--- config.mk ---
export PLATFORM = sky130hd
export DESIGN_NAME = rtsc_ctrl
export DESIGN_NICKNAME = d
export VERILOG_FILES = /design/src/hw/rtl/rtsc_pkg.sv /design/src/hw/rtl/rtsc_ctrl.sv
export SDC_FILE = /design/constraint.sdc
export NUM_CORES = 1
export LEC_CHECK = 0
export CORE_AREA = 2 2 39 41
export CTS_CLUSTER_DIAMETER = 30
export DETAILED_ROUTE_END_ITERATION = 10
export DIE_AREA = 0 0 41 43
export DONT_BUFFER_PORTS = 1
export GPL_TIMING_DRIVEN = 0
export MAX_ROUTING_LAYER = met4
export SYNTH_ARGS = -nofsm -noshare
export SYNTH_HDL_FRONTEND = slang
export SYNTH_SLANG_ARGS = --single-unit
--- constraint.sdc ---
create_clock -name aclk -period 3.2 [get_ports aclk]
set_clock_uncertainty 0.2 [all_clocks]
set_input_delay 0.64 -clock aclk [delete_from_list [all_inputs] [get_ports aclk]]
set_output_delay 0.64 -clock aclk [all_outputs]
set_load 0.05 [all_outputs]
--- src/hw/rtl/rtsc_pkg.sv ---
// ----------------------------------------------------------------------------
// rtsc_pkg
// Shared constants, command/status structs and states for the ratio-test
// sigma-clipped centroid block.
// ----------------------------------------------------------------------------
package rtsc_pkg;

    localparam int MAX_CANDIDATES = 256;
    localparam int ADDR_W  = $clog2(MAX_CANDIDATES);
    localparam int CNT_W   = $clog2(MAX_CANDIDATES + 1);
    localparam int POS_W   = 20;
    localparam int MAG_W   = 20;
    localparam int SQ_W    = 2 * MAG_W;
    localparam int SUM_W   = POS_W + ADDR_W + 1;
    localparam int ACC_W   = SQ_W + ADDR_W;
    localparam int DIV_W   = ACC_W;
    localparam int DIVC_W  = $clog2(DIV_W + 1);
    localparam int SQ_IT   = (ACC_W + 1) / 2;
    localparam int SD_W    = SQ_IT;
    localparam int SQC_W   = $clog2(SQ_IT + 1);
    localparam int RAD_W   = 2 * SQ_IT;
    localparam int CFG_IDX_W = 8;
    localparam int CFG_W   = 16;
    localparam int SCALE_SHIFT = 12;

    localparam logic [CNT_W-1:0] SMALL_N = CNT_W'(3);
    localparam logic [CNT_W-1:0] MAX_CNT = CNT_W'(MAX_CANDIDATES);

    localparam logic [CFG_IDX_W-1:0] REG_RATIO_LIMIT  = CFG_IDX_W'(0);
    localparam logic [CFG_IDX_W-1:0] REG_SCALE_FACTOR = CFG_IDX_W'(1);
    localparam logic [CFG_IDX_W-1:0] REG_HALF_WIDTH   = CFG_IDX_W'(2);
    localparam logic [CFG_IDX_W-1:0] REG_HALF_HEIGHT  = CFG_IDX_W'(3);

    localparam logic [CFG_W-1:0] RATIO_RST = 16'd45875;
    localparam logic [CFG_W-1:0] SCALE_RST = 16'd4096;

    typedef enum logic [3:0] {
        S_LOAD,
        S_CHECK,
        S_MEAN_WAIT,
        S_P1_START,
        S_P1_WAIT,
        S_VAR_WAIT,
        S_SQRT_WAIT,
        S_P2_START,
        S_P2_WAIT,
        S_RES_WAIT,
        S_FINISH
    } state_t;

    typedef struct packed {
        logic accept_en;
        logic mean_start;
        logic mean_cap;
        logic scan_start;
        logic scan_p2;
        logic var_start;
        logic sqrt_start;
        logic res_start;
        logic res_cap;
        logic out_load;
    } ctrl_cmd_t;

    typedef struct packed {
        logic last_in;
        logic n_zero;
        logic n_small;
        logic lane_busy;
        logic scan_busy;
        logic out_busy;
    } ctrl_st_t;

    typedef struct packed {
        logic              wr_en;
        logic [ADDR_W-1:0] wr_addr;
        logic              rd_en;
        logic [ADDR_W-1:0] rd_addr;
        logic              v1;
        logic              v2;
        logic              p2;
        logic              scan_clr;
        logic              set_clr;
        logic              mean_start;
        logic              mean_cap;
        logic              var_start;
        logic              sqrt_start;
        logic              res_start;
        logic              res_cap;
    } lane_cmd_t;

endpackage

--- src/hw/rtl/rtsc_ctrl.sv ---
// ----------------------------------------------------------------------------
// rtsc_ctrl
// Sequencer: load phase, then mean, deviation pass, variance, root,
// clipping pass, clipped mean and result hand-off.
// ----------------------------------------------------------------------------
module rtsc_ctrl
    import rtsc_pkg::*;
(
    input  logic      aclk,
    input  logic      aresetn,
    input  ctrl_st_t  st,
    output ctrl_cmd_t cmd
);

    state_t state_reg, state_next;

    always_ff @(posedge aclk) begin
        if (!aresetn) begin
            state_reg <= S_LOAD;
        end else begin
            state_reg <= state_next;
        end
    end

    always_comb begin
        state_next = state_reg;
        cmd        = '0;
        case (state_reg)
            S_LOAD: begin
                cmd.accept_en = !st.last_in;
                if (st.last_in) begin
                    state_next = S_CHECK;
                end
            end
            S_CHECK: begin
                if (st.n_zero) begin
                    state_next = S_FINISH;
                end else begin
                    cmd.mean_start = 1'b1;
                    state_next     = S_MEAN_WAIT;
                end
            end
            S_MEAN_WAIT: begin
                if (!st.lane_busy) begin
                    cmd.mean_cap = 1'b1;
                    state_next   = st.n_small ? S_FINISH : S_P1_START;
                end
            end
            S_P1_START: begin
                cmd.scan_start = 1'b1;
                state_next     = S_P1_WAIT;
            end
            S_P1_WAIT: begin
                if (!st.scan_busy) begin
                    cmd.var_start = 1'b1;
                    state_next    = S_VAR_WAIT;
                end
            end
            S_VAR_WAIT: begin
                if (!st.lane_busy) begin
                    cmd.sqrt_start = 1'b1;
                    state_next     = S_SQRT_WAIT;
                end
            end
            S_SQRT_WAIT: begin
                if (!st.lane_busy) begin
                    state_next = S_P2_START;
                end
            end
            S_P2_START: begin
                cmd.scan_start = 1'b1;
                cmd.scan_p2    = 1'b1;
                state_next     = S_P2_WAIT;
            end
            S_P2_WAIT: begin
                if (!st.scan_busy) begin
                    cmd.res_start = 1'b1;
                    state_next    = S_RES_WAIT;
                end
            end
            S_RES_WAIT: begin
                if (!st.lane_busy) begin
                    cmd.res_cap = 1'b1;
                    state_next  = S_FINISH;
                end
            end
            S_FINISH: begin
                if (!st.out_busy) begin
                    cmd.out_load = 1'b1;
                    state_next   = S_LOAD;
                end
            end
            default: begin
                state_next = S_LOAD;
            end
        endcase
    end

endmodule
==> results of run 1 <==
[per-stage QoR]
step           hold WS, ns  worst slack (ns)  setup TNS [ns]  std cells
2_1_floorplan        0.447            0.0815               0         58
3_3_place_gp         0.522           -0.0610         -0.0610         74
3_5_place_dp         0.520             0.138               0         75
4_1_cts              0.340            0.0142               0         78
5_1_grt              0.358             0.134               0         78
6_report             0.347             0.286               0         78
[synth_stat cells, drive strengths merged (2+ instances only)]
library cell  instances
nand2                 8
nor3                  5
dfxtp                 4
nand2b                4
nor2                  4
clkbuf                3
mux2i                 3
nor4                  3
a22o                  2
buf                   2
nand3b                2
nor2b                 2
o21ai                 2
xor2                  2
[cell usage in the layout (no fill, tap or decap), types with 2 or more instances in the layout]
cell type / synthesis / routed
a22o_1: 2 / 2
clkbuf_1: 3 / 3
clkbuf_4: 0 / 3
dfxtp_1: 4 / 4
mux2i_1: 3 / 3
nand2_1: 8 / 8
nand2b_1: 4 / 4
nand3b_1: 2 / 2
nor2_1: 4 / 3
nor2b_1: 2 / 2
nor3_2: 0 / 4
nor4_2: 0 / 3
o21ai_0: 2 / 2
xor2_1: 2 / 2
[final cells by class]
cell class              instances  share of cell area
plain buffers                   5              0.0545
inverters                       1             0.00743
flip-flops and latches          4               0.158
multi-input cells              48               0.681
well taps                      16              0.0396
repair buffers                  1              0.0149
clock buffers                   3              0.0446
[logic make-up after synthesis]
group,synth area share
mux,0.0734
simple gates,0.471
flops,0.196
buf+inv,0.0764
xor+xnor,0.0428
compound gates,0.141
[power by group]
part / internal [mW] / switching (mW) / total, mW / leakage (nW)
Clock: 0.0418 / 0.0190 / 0.0608 / 0.0138
Combinational: 0.129 / 0.243 / 0.371 / 0.127
Sequential: 0.0702 / 0.0210 / 0.0912 / 0.0328
Total: 0.241 / 0.283 / 0.523 / 0.174
[per-layer routing]
layer,wire length [µm],share of wire,global-route usage,vias up
met2,498,0.49,0.200,10
met3,49,0.048,0.0471,0
li1,-,-,-,214
met1,475,0.46,0.195,190
met4,0,0,0.0200,0
met5,0,0,-,-
[path summary, 6_finish.rpt]
path,start,endpoint,slack (ns)
max reg2reg,state_reg[2],state_reg[1],1.56
min reg2reg,state_reg[1],state_reg[1],0.53
max,state_reg[0],cmd[5],0.29
min,aresetn,state_reg[1],0.35
[timing repair]
| item | 4_1_cts | 5_1_grt |
|---|---|---|
| resized for setup | 2 | 3 |
| hold buffers | 0 | 0 |
| endpoints found under the setup margin | 2 | 3 |
| endpoints found under the hold margin | 0 | 0 |
==> out/summary.txt, run 1 <==
status - completed
placed cell area - 455 µm²
Data arrival, critical path - 2.07 ns
area delta synth->final - 23.5%
worst path required time - 2.36 ns
Worst Path Max Fanout - 10
Setup CP Type - reg2out
Synth Flop Type - dfxtp_1
synth warn - 0
Synth Instances - 58
Initial Util - 0.296
critical path capture point type - output pin
CP peak stage delay - 0.50 ns
CTS root buf - clkbuf_4
number of H-tree levels - 1
Sink Count - 4
layout filler cell count - 150
die width - 41 µm
final WL - 1020 µm
r2r worst-path depth - 4
post-route DRC violation count - 0
number of buffers created by CTS - 3
fin. max-slew vios - 0
FMAX - 343 MHz
global-route wire length before repair - 1720 µm
syn avg cell area - 7.05 µm²
Ports - 18
Min-Delay Path Depth - 2
Worst-path clk slew - 0.04 ns
number of max-cap violations - 0
initial antenna violation count - 0
pwr/cell area - 1040 nW/µm²
worst-path cell chain - clkbuf_1, nand2b_1, nor2_4, and2_1
vias in the first global route - 374
max reg flops - 4
P_leak - 0.174 nW
RSZ-0062 raised after global routing - false
pin count of the biggest net entering global routing - 11
top area cells in the synthesized netlist - dfxtp_1 20%, mux2i_1 7.3%, nand2_1 7.3%
multi-input logic area - 344 µm²
Worst slew margin - 0.210
peak supply drop - 0.350 mV
Final nets - 72
Yosys cell types - 27
min Tclk post-route - 2.91 ns
final setup fails - 0
detailed placer's ending HPWL - 755 µm
FF+latch count, synth - 4
Worst path depth - 4
Port Buffers - 0
GRT overflow - 0
Tightest Hold Check Type - in2reg
delay-heaviest family, CP - simple AND/OR/NAND/NOR gates
total number of vias - 414
GRT Total Usage - 0.141
fin crit share - 0.911
Die Ht - 43 µm
row count - 14
number of setup buffers added after CTS - 0
Routed Antenna Nets - 0
area share of the largest cell type after synthesis - 0.196
ANT cells - 0
Reg area - 80.1 µm²
CTS tree - yes
initial drt markers - 5
Yosys top cell by area - dfxtp_1
Post-synth EDFFs - 0
Final Hold Vio Count - 0
Synth Net Count - 66
layout cell share with drive strength beyond 1 - 0.242
Seq/Total Area, Yosys - 0.196
Buf/Inv on CP - 1
Power, Total - 523 µW
Clock Path Buffers - 2
Post-Route Utilization - 0.365
Synth Cell Area - 409 µm²
worst-margin pin slew - 1.17 ns
Placer Congestion - 0.739
slowest CP cell - and2_1
drt wl/cell - 13.1 µm
TritonRoute pass-1 iters - 4
DIE AREA - 1760 µm²
CP startpoint kind - flip-flop
Worst-Skew Late Latency - 0.23 ns
core area - 1380 µm²
Async SR Flop Fraction - 0
vias per inst - 5.31
Finished Cell Area - 505 µm²
Note: power is estimated with default switching activity, not from simulation.
==> run 2, diff against run 1 <==
Settings changed: REMOVE_ABC_BUFFERS from default to 1.
==> out/summary.txt, run 2 (synthesized netlist as in run 1, its figures left out) <==
status - completed (unchanged)
vias in the first global route - 343 (was 374)
Tightest Hold Check Type - in2reg (unchanged)
Initial Util - 0.296 (unchanged)
Setup CP Type - reg2out (unchanged)
Die Ht - 43 µm (unchanged)
Buf/Inv on CP - 0 (was 1)
Sink Count - 4 (unchanged)
layout filler cell count - 147 (was 150)
critical path capture point type - output pin (unchanged)
Worst Path Max Fanout - 15 (was 10)
worst path required time - 2.36 ns (about the same)
max reg flops - 4 (unchanged)
delay-heaviest family, CP - simple AND/OR/NAND/NOR gates (unchanged)
pwr/cell area - 1060 nW/µm² (was 1040 nW/µm²)
RSZ-0062 raised after global routing - false (unchanged)
M2 GR Usage - 0.163 (was 0.200)
Worst-Skew Late Latency - 0.24 ns (was 0.23 ns)
core area - 1380 µm² (unchanged)
final setup fails - 0 (unchanged)
Worst-path clk slew - 0.04 ns (about the same)
global-route wire length before repair - 1540 µm (was 1720 µm)
grt met1 use - 0.172 (was 0.195)
P_leak - 0.149 nW (was 0.174 nW)
min Tclk post-route - 3.08 ns (was 2.91 ns)
worst r2r src - state_reg[3] (was state_reg[2])
R2R Path End - state_reg[1] (unchanged)
multi-input logic area - 329 µm² (was 344 µm²)
Post-Route Setup TNS - 0 ns (unchanged)
Placer Congestion - 0.687 (was 0.739)
Port Buffers - 0 (unchanged)
GRT overflow - 0 (unchanged)
fin crit share - 0.961 (was 0.911)
Clock Path Buffers - 2 (unchanged)
Finished Cell Area - 455 µm² (was 505 µm²)
Routed Antenna Nets - 0 (unchanged)
slowest CP cell - nor3_1 (was and2_1)
Worst slew margin - 0.0331 (was 0.210)
fin. max-slew vios - 0 (unchanged)
drt wl/cell - 13.7 µm (was 13.1 µm)
r2r worst-path depth - 4 (unchanged)
placed cell area - 420 µm² (was 455 µm²)
worst-margin pin slew - 1.44 ns (was 1.17 ns)
area delta synth->final - 11.3% (was 23.5%)
M3 GR Usage - 0.0785 (was 0.0471)
Worst path depth - 2 (was 4)
detailed placer's ending HPWL - 637 µm (was 755 µm)
initial antenna violation count - 0 (unchanged)
CP startpoint - state_reg[0] (unchanged)
Reg area - 80.1 µm² (unchanged)
row count - 14 (unchanged)
DIE AREA - 1760 µm² (unchanged)
commonest non-fill, non-tap cell in the layout - nand2_1 (unchanged)
worst reg2reg setup slack - 1.32 ns (was 1.56 ns)
CTS root buf - clkbuf_4 (unchanged)
peak supply drop - 0.339 mV (was 0.350 mV)
post-route DRC violation count - 0 (unchanged)
vias per inst - 5.63 (was 5.31)
TritonRoute pass-1 iters - 2 (was 4)
CP startpoint kind - flip-flop (unchanged)
die width - 41 µm (unchanged)
most frequent cells in the layout - 8 x nand2_1, 4 x nand2b_1, 4 x dfxtp_1 (was 8 x nand2_1, 4 x nand2b_1, 4 x nor3_2, 4 x dfxtp_1)
initial drt markers - 4 (was 5)
number of setup buffers added after CTS - 0 (unchanged)
Most Crowded Layer GR - met1 (was met2)
# hold bufs at CTS - 0 (unchanged)
final WL - 984 µm (was 1020 µm)
number of max-cap violations - 0 (unchanged)
worst hold margin - 0.352 ns (was 0.347 ns)
ANT cells - 0 (unchanged)
FMAX - 325 MHz (was 343 MHz)
number of H-tree levels - 1 (unchanged)
total number of vias - 405 (was 414)
CP peak stage delay - 1.16 ns (was 0.50 ns)
Final Hold Vio Count - 0 (unchanged)
layout cell share with drive strength beyond 1 - 0.179 (was 0.242)
GRT Total Usage - 0.130 (was 0.141)
Ports - 18 (unchanged)
Final nets - 66 (was 72)
worst-path cell chain - nand2b_1, nor3_1 (was clkbuf_1, nand2b_1, nor2_4, and2_1)
CTS tree - yes (unchanged)
Data arrival, critical path - 2.24 ns (was 2.07 ns)
pin count of the biggest net entering global routing - 18 (was 11)
number of buffers created by CTS - 3 (unchanged)
CP endpoint - cmd[8] (was cmd[5])
run 2: cell types whose count changed in the layout (fill, tap and decap cells not counted), sizes merged:
cell | before | now
buf | 3 | 0
clkbuf | 6 | 3
run 2: how the worst min path moves through the flow:
stage | start | end | slack [ns] | cells after the start
5_1_grt | aresetn | state_reg[3] | 0.34 | 2
6_report | aresetn | state_reg[1] | 0.35 | 2
3_5_place_dp | state_reg[1] | state_reg[1] | 0.46 | 2
4_1_cts | aresetn | state_reg[1] | 0.35 | 2
2_1_floorplan | state_reg[0] | state_reg[0] | 0.37 | 2
3_3_place_gp | state_reg[0] | state_reg[0] | 0.44 | 2
run 2: routing by layer:
metal / vias up / routed length, µm
li1: 201 / -
met1: 195 / 439
met2: 9 / 464
met4: 0 / 0
met3: 0 / 80
met5: - / 0
run 2: metrics by stage:
| stage | setup WS [ns] | total power, mW | util | instances |
|---|---|---|---|---|
| final | 0.125 | 0.485 | 0.329 | 72 |
| after global routing | 0.00282 | 0.528 | 0.329 | 72 |
| after CTS | 0.0190 | 0.482 | 0.320 | 72 |
| after detailed placement | 0.279 | 0.416 | 0.304 | 69 |
| after global placement | 0.0316 | 0.399 | 0.290 | 69 |
| after floorplan | 0.151 | 0.360 | - | 53 |
run 2: layout make-up:
class | instances | area share
multi-input combinational | 48 | 0.723
sequential | 4 | 0.176
clock buffer | 3 | 0.0495
tap | 16 | 0.0440
inverter | 1 | 0.00824
run 2: power by group:
| part | total (mW) | switching, mW | internal [mW] |
|---|---|---|---|
| combinational | 0.274 | 0.168 | 0.106 |
| clock | 0.0629 | 0.0209 | 0.0420 |
| sequential | 0.148 | 0.0774 | 0.0702 |
run 2: repair_timing:
item	in CTS	in global routing
gates resized for setup	0	2
endpoints found under the setup margin	0	2
hold endpoints to repair	0	0
==> run 3, diff against run 2 <==
Clock period 3.2 ns to 2.8 ns, I/O delays scaled along.
==> out/summary.txt, run 3 (synthesized netlist as in run 1, its figures left out) <==
most frequent cells in the layout - 8 x nand2_1, 5 x nor3_2, 4 x nand2b_1, 4 x dfxtp_1 (was 8 x nand2_1, 4 x nand2b_1, 4 x dfxtp_1)
Initial Util - 0.296 (unchanged)
pwr/cell area - 1200 nW/µm² (was 1060 nW/µm²)
max reg flops - 4 (unchanged)
# hold bufs at CTS - 0 (unchanged)
number of H-tree levels - 1 (unchanged)
switch share - 0.556 (was 0.549)
GRT Total Usage - 0.141 (was 0.130)
final WL - 997 µm (was 984 µm)
total number of vias - 399 (was 405)
peak supply drop - 0.397 mV (was 0.339 mV)
final setup fails - 0 (unchanged)
critical path capture point type - output pin (unchanged)
Tightest Hold Check Type - in2reg (unchanged)
worst r2r src - state_reg[3] (unchanged)
worst-margin pin slew - 1.16 ns (was 1.44 ns)
Final Hold Vio Count - 0 (unchanged)
Clk pwr share - 0.123 (was 0.130)
R2R Path End - state_reg[1] (unchanged)
number of buffers created by CTS - 3 (unchanged)
P_int - 259 µW (was 219 µW)
fin crit share - 0.956
vias per inst - 5.54 (was 5.63)
Port Buffers - 0 (unchanged)
min Tclk post-route - 2.68 ns
Resize count post-CTS - 4 (was 0)
Worst Path Max Fanout - 17 (was 15)
CP startpoint kind - flip-flop (unchanged)
Clock Path Buffers - 2 (unchanged)
worst hold margin - 0.274 ns (was 0.352 ns)
Finished Cell Area - 485 µm² (was 455 µm²)
min-delay src - aresetn (unchanged)
Data arrival, critical path - 1.92 ns (was 2.24 ns)
FMAX - 373 MHz
fin. max-slew vios - 0 (unchanged)
initial drt markers - 9 (was 4)
worst path required time - 2.04 ns (was 2.36 ns)
Routed Antenna Nets - 0 (unchanged)
CTS tree - yes (unchanged)
Worst-Skew Late Latency - 0.24 ns (about the same)
Die Ht - 43 µm (unchanged)
drt wl/cell - 13.8 µm (was 13.7 µm)
Seq pwr share - 0.300 (was 0.304)
die width - 41 µm (unchanged)
RSZ-0062 raised after global routing - false (unchanged)
Placer Congestion - 0.687 (unchanged)
Sink Count - 4 (unchanged)
worst reg2reg setup slack - 0.88 ns (was 1.32 ns)
detailed placer's ending HPWL - 637 µm (unchanged)
Power, Total - 583 µW (was 485 µW)
TritonRoute pass-1 iters - 4 (was 2)
post-route DRC violation count - 0 (unchanged)
Hold Path End - state_reg[1] (unchanged)
global-route wire length before repair - 1650 µm (was 1540 µm)
DP Cell Count - 69 (unchanged)
Gate power share - 0.577 (was 0.566)
number of setup buffers added after CTS - 0 (unchanged)
core area - 1380 µm² (unchanged)
GRT overflow - 0 (unchanged)
status - completed (unchanged)
Setup CP Type - reg2out (unchanged)
initial antenna violation count - 0 (unchanged)
ANT cells - 0 (unchanged)
P_sw - 325 µW (was 266 µW)
area delta synth->final - 18.7% (was 11.3%)
commonest non-fill, non-tap cell in the layout - nand2_1 (unchanged)
number of max-cap violations - 0 (unchanged)
CTS root buf - clkbuf_4 (unchanged)
DIE AREA - 1760 µm² (unchanged)
placed cell area - 420 µm² (unchanged)
Worst slew margin - 0.219 (was 0.0331)
pin count of the biggest net entering global routing - 18 (unchanged)
P_leak - 0.157 nW (was 0.149 nW)
Ports - 18 (unchanged)
layout cell share with drive strength beyond 1 - 0.250 (was 0.179)
Final nets - 66 (unchanged)
row count - 14 (unchanged)
vias in the first global route - 360 (was 343)
Min-Delay Path Depth - 2 (unchanged)
Final Non-Filler Cells - 72 (unchanged)
r2r worst-path depth - 4 (unchanged)
Worst-path clk slew - 0.04 ns (about the same)
## run 3: cell count changes in the layout (fill, tap and decap cells not counted)
cell    before  now
and2_1       1    0
nor3_1       3    0
nor2_2       1    0
nor4_2       3    2
nor4_4       0    1
nor3_2       2    5
nor2_4       0    1
and2_2       0    1
## run 3: routing by layer
metal | vias up | part of all wire | GRT usage
met5 | - | 0 | -
met1 | 188 | 0.44 | 0.169
li1 | 200 | - | -
met2 | 11 | 0.48 | 0.197
met4 | 0 | 0 | 0.0400
met3 | 0 | 0.083 | 0.0785
## run 3: worst max path at each step
stage	start	end	slack, ns	cells past startpoint
2_1_floorplan	state_reg[1]	cmd[9]	-0.17	2
3_3_place_gp	state_reg[1]	cmd[9]	-0.29	2
3_5_place_dp	state_reg[0]	cmd[5]	-0.04	3
4_1_cts	state_reg[0]	cmd[3]	-0.20	2
5_1_grt	state_reg[1]	cmd[7]	0.02	2
6_report	state_reg[3]	cmd[0]	0.12	2
## run 3: area by class of cell
cell class / count / area (µm²)
flip-flops and latches: 4 / 80.1
fillers: 142 / 898
multi-input cells: 48 / 359
well taps: 16 / 20.0
inverters: 1 / 3.75
clock buffers: 3 / 22.5
## run 3: per-stage QoR
stage,utilization,TNS (ns),setup slack (ns)
after global routing,0.351,0,0.0242
after global placement,0.290,-0.589,-0.288
after floorplan,-,-0.213,-0.169
final,0.351,0,0.122
after CTS,0.333,-0.452,-0.202
after detailed placement,0.304,-0.0409,-0.0409
## run 3: power groups by stage
stage / Combinational, mW / Clock, mW / Sequential, mW
after detailed placement: 0.305 / 0 / 0.170
after CTS: 0.317 / 0.0753 / 0.169
after global routing: 0.367 / 0.0815 / 0.183
after global placement: 0.295 / 0 / 0.161
after floorplan: 0.272 / 0 / 0.139
final: 0.337 / 0.0716 / 0.175
## run 3: critical path, stage by stage (launching register included)
cell and delay [ns]:
dfxtp_1 0.72, nand2b_1 0.21, nor3_2 0.75
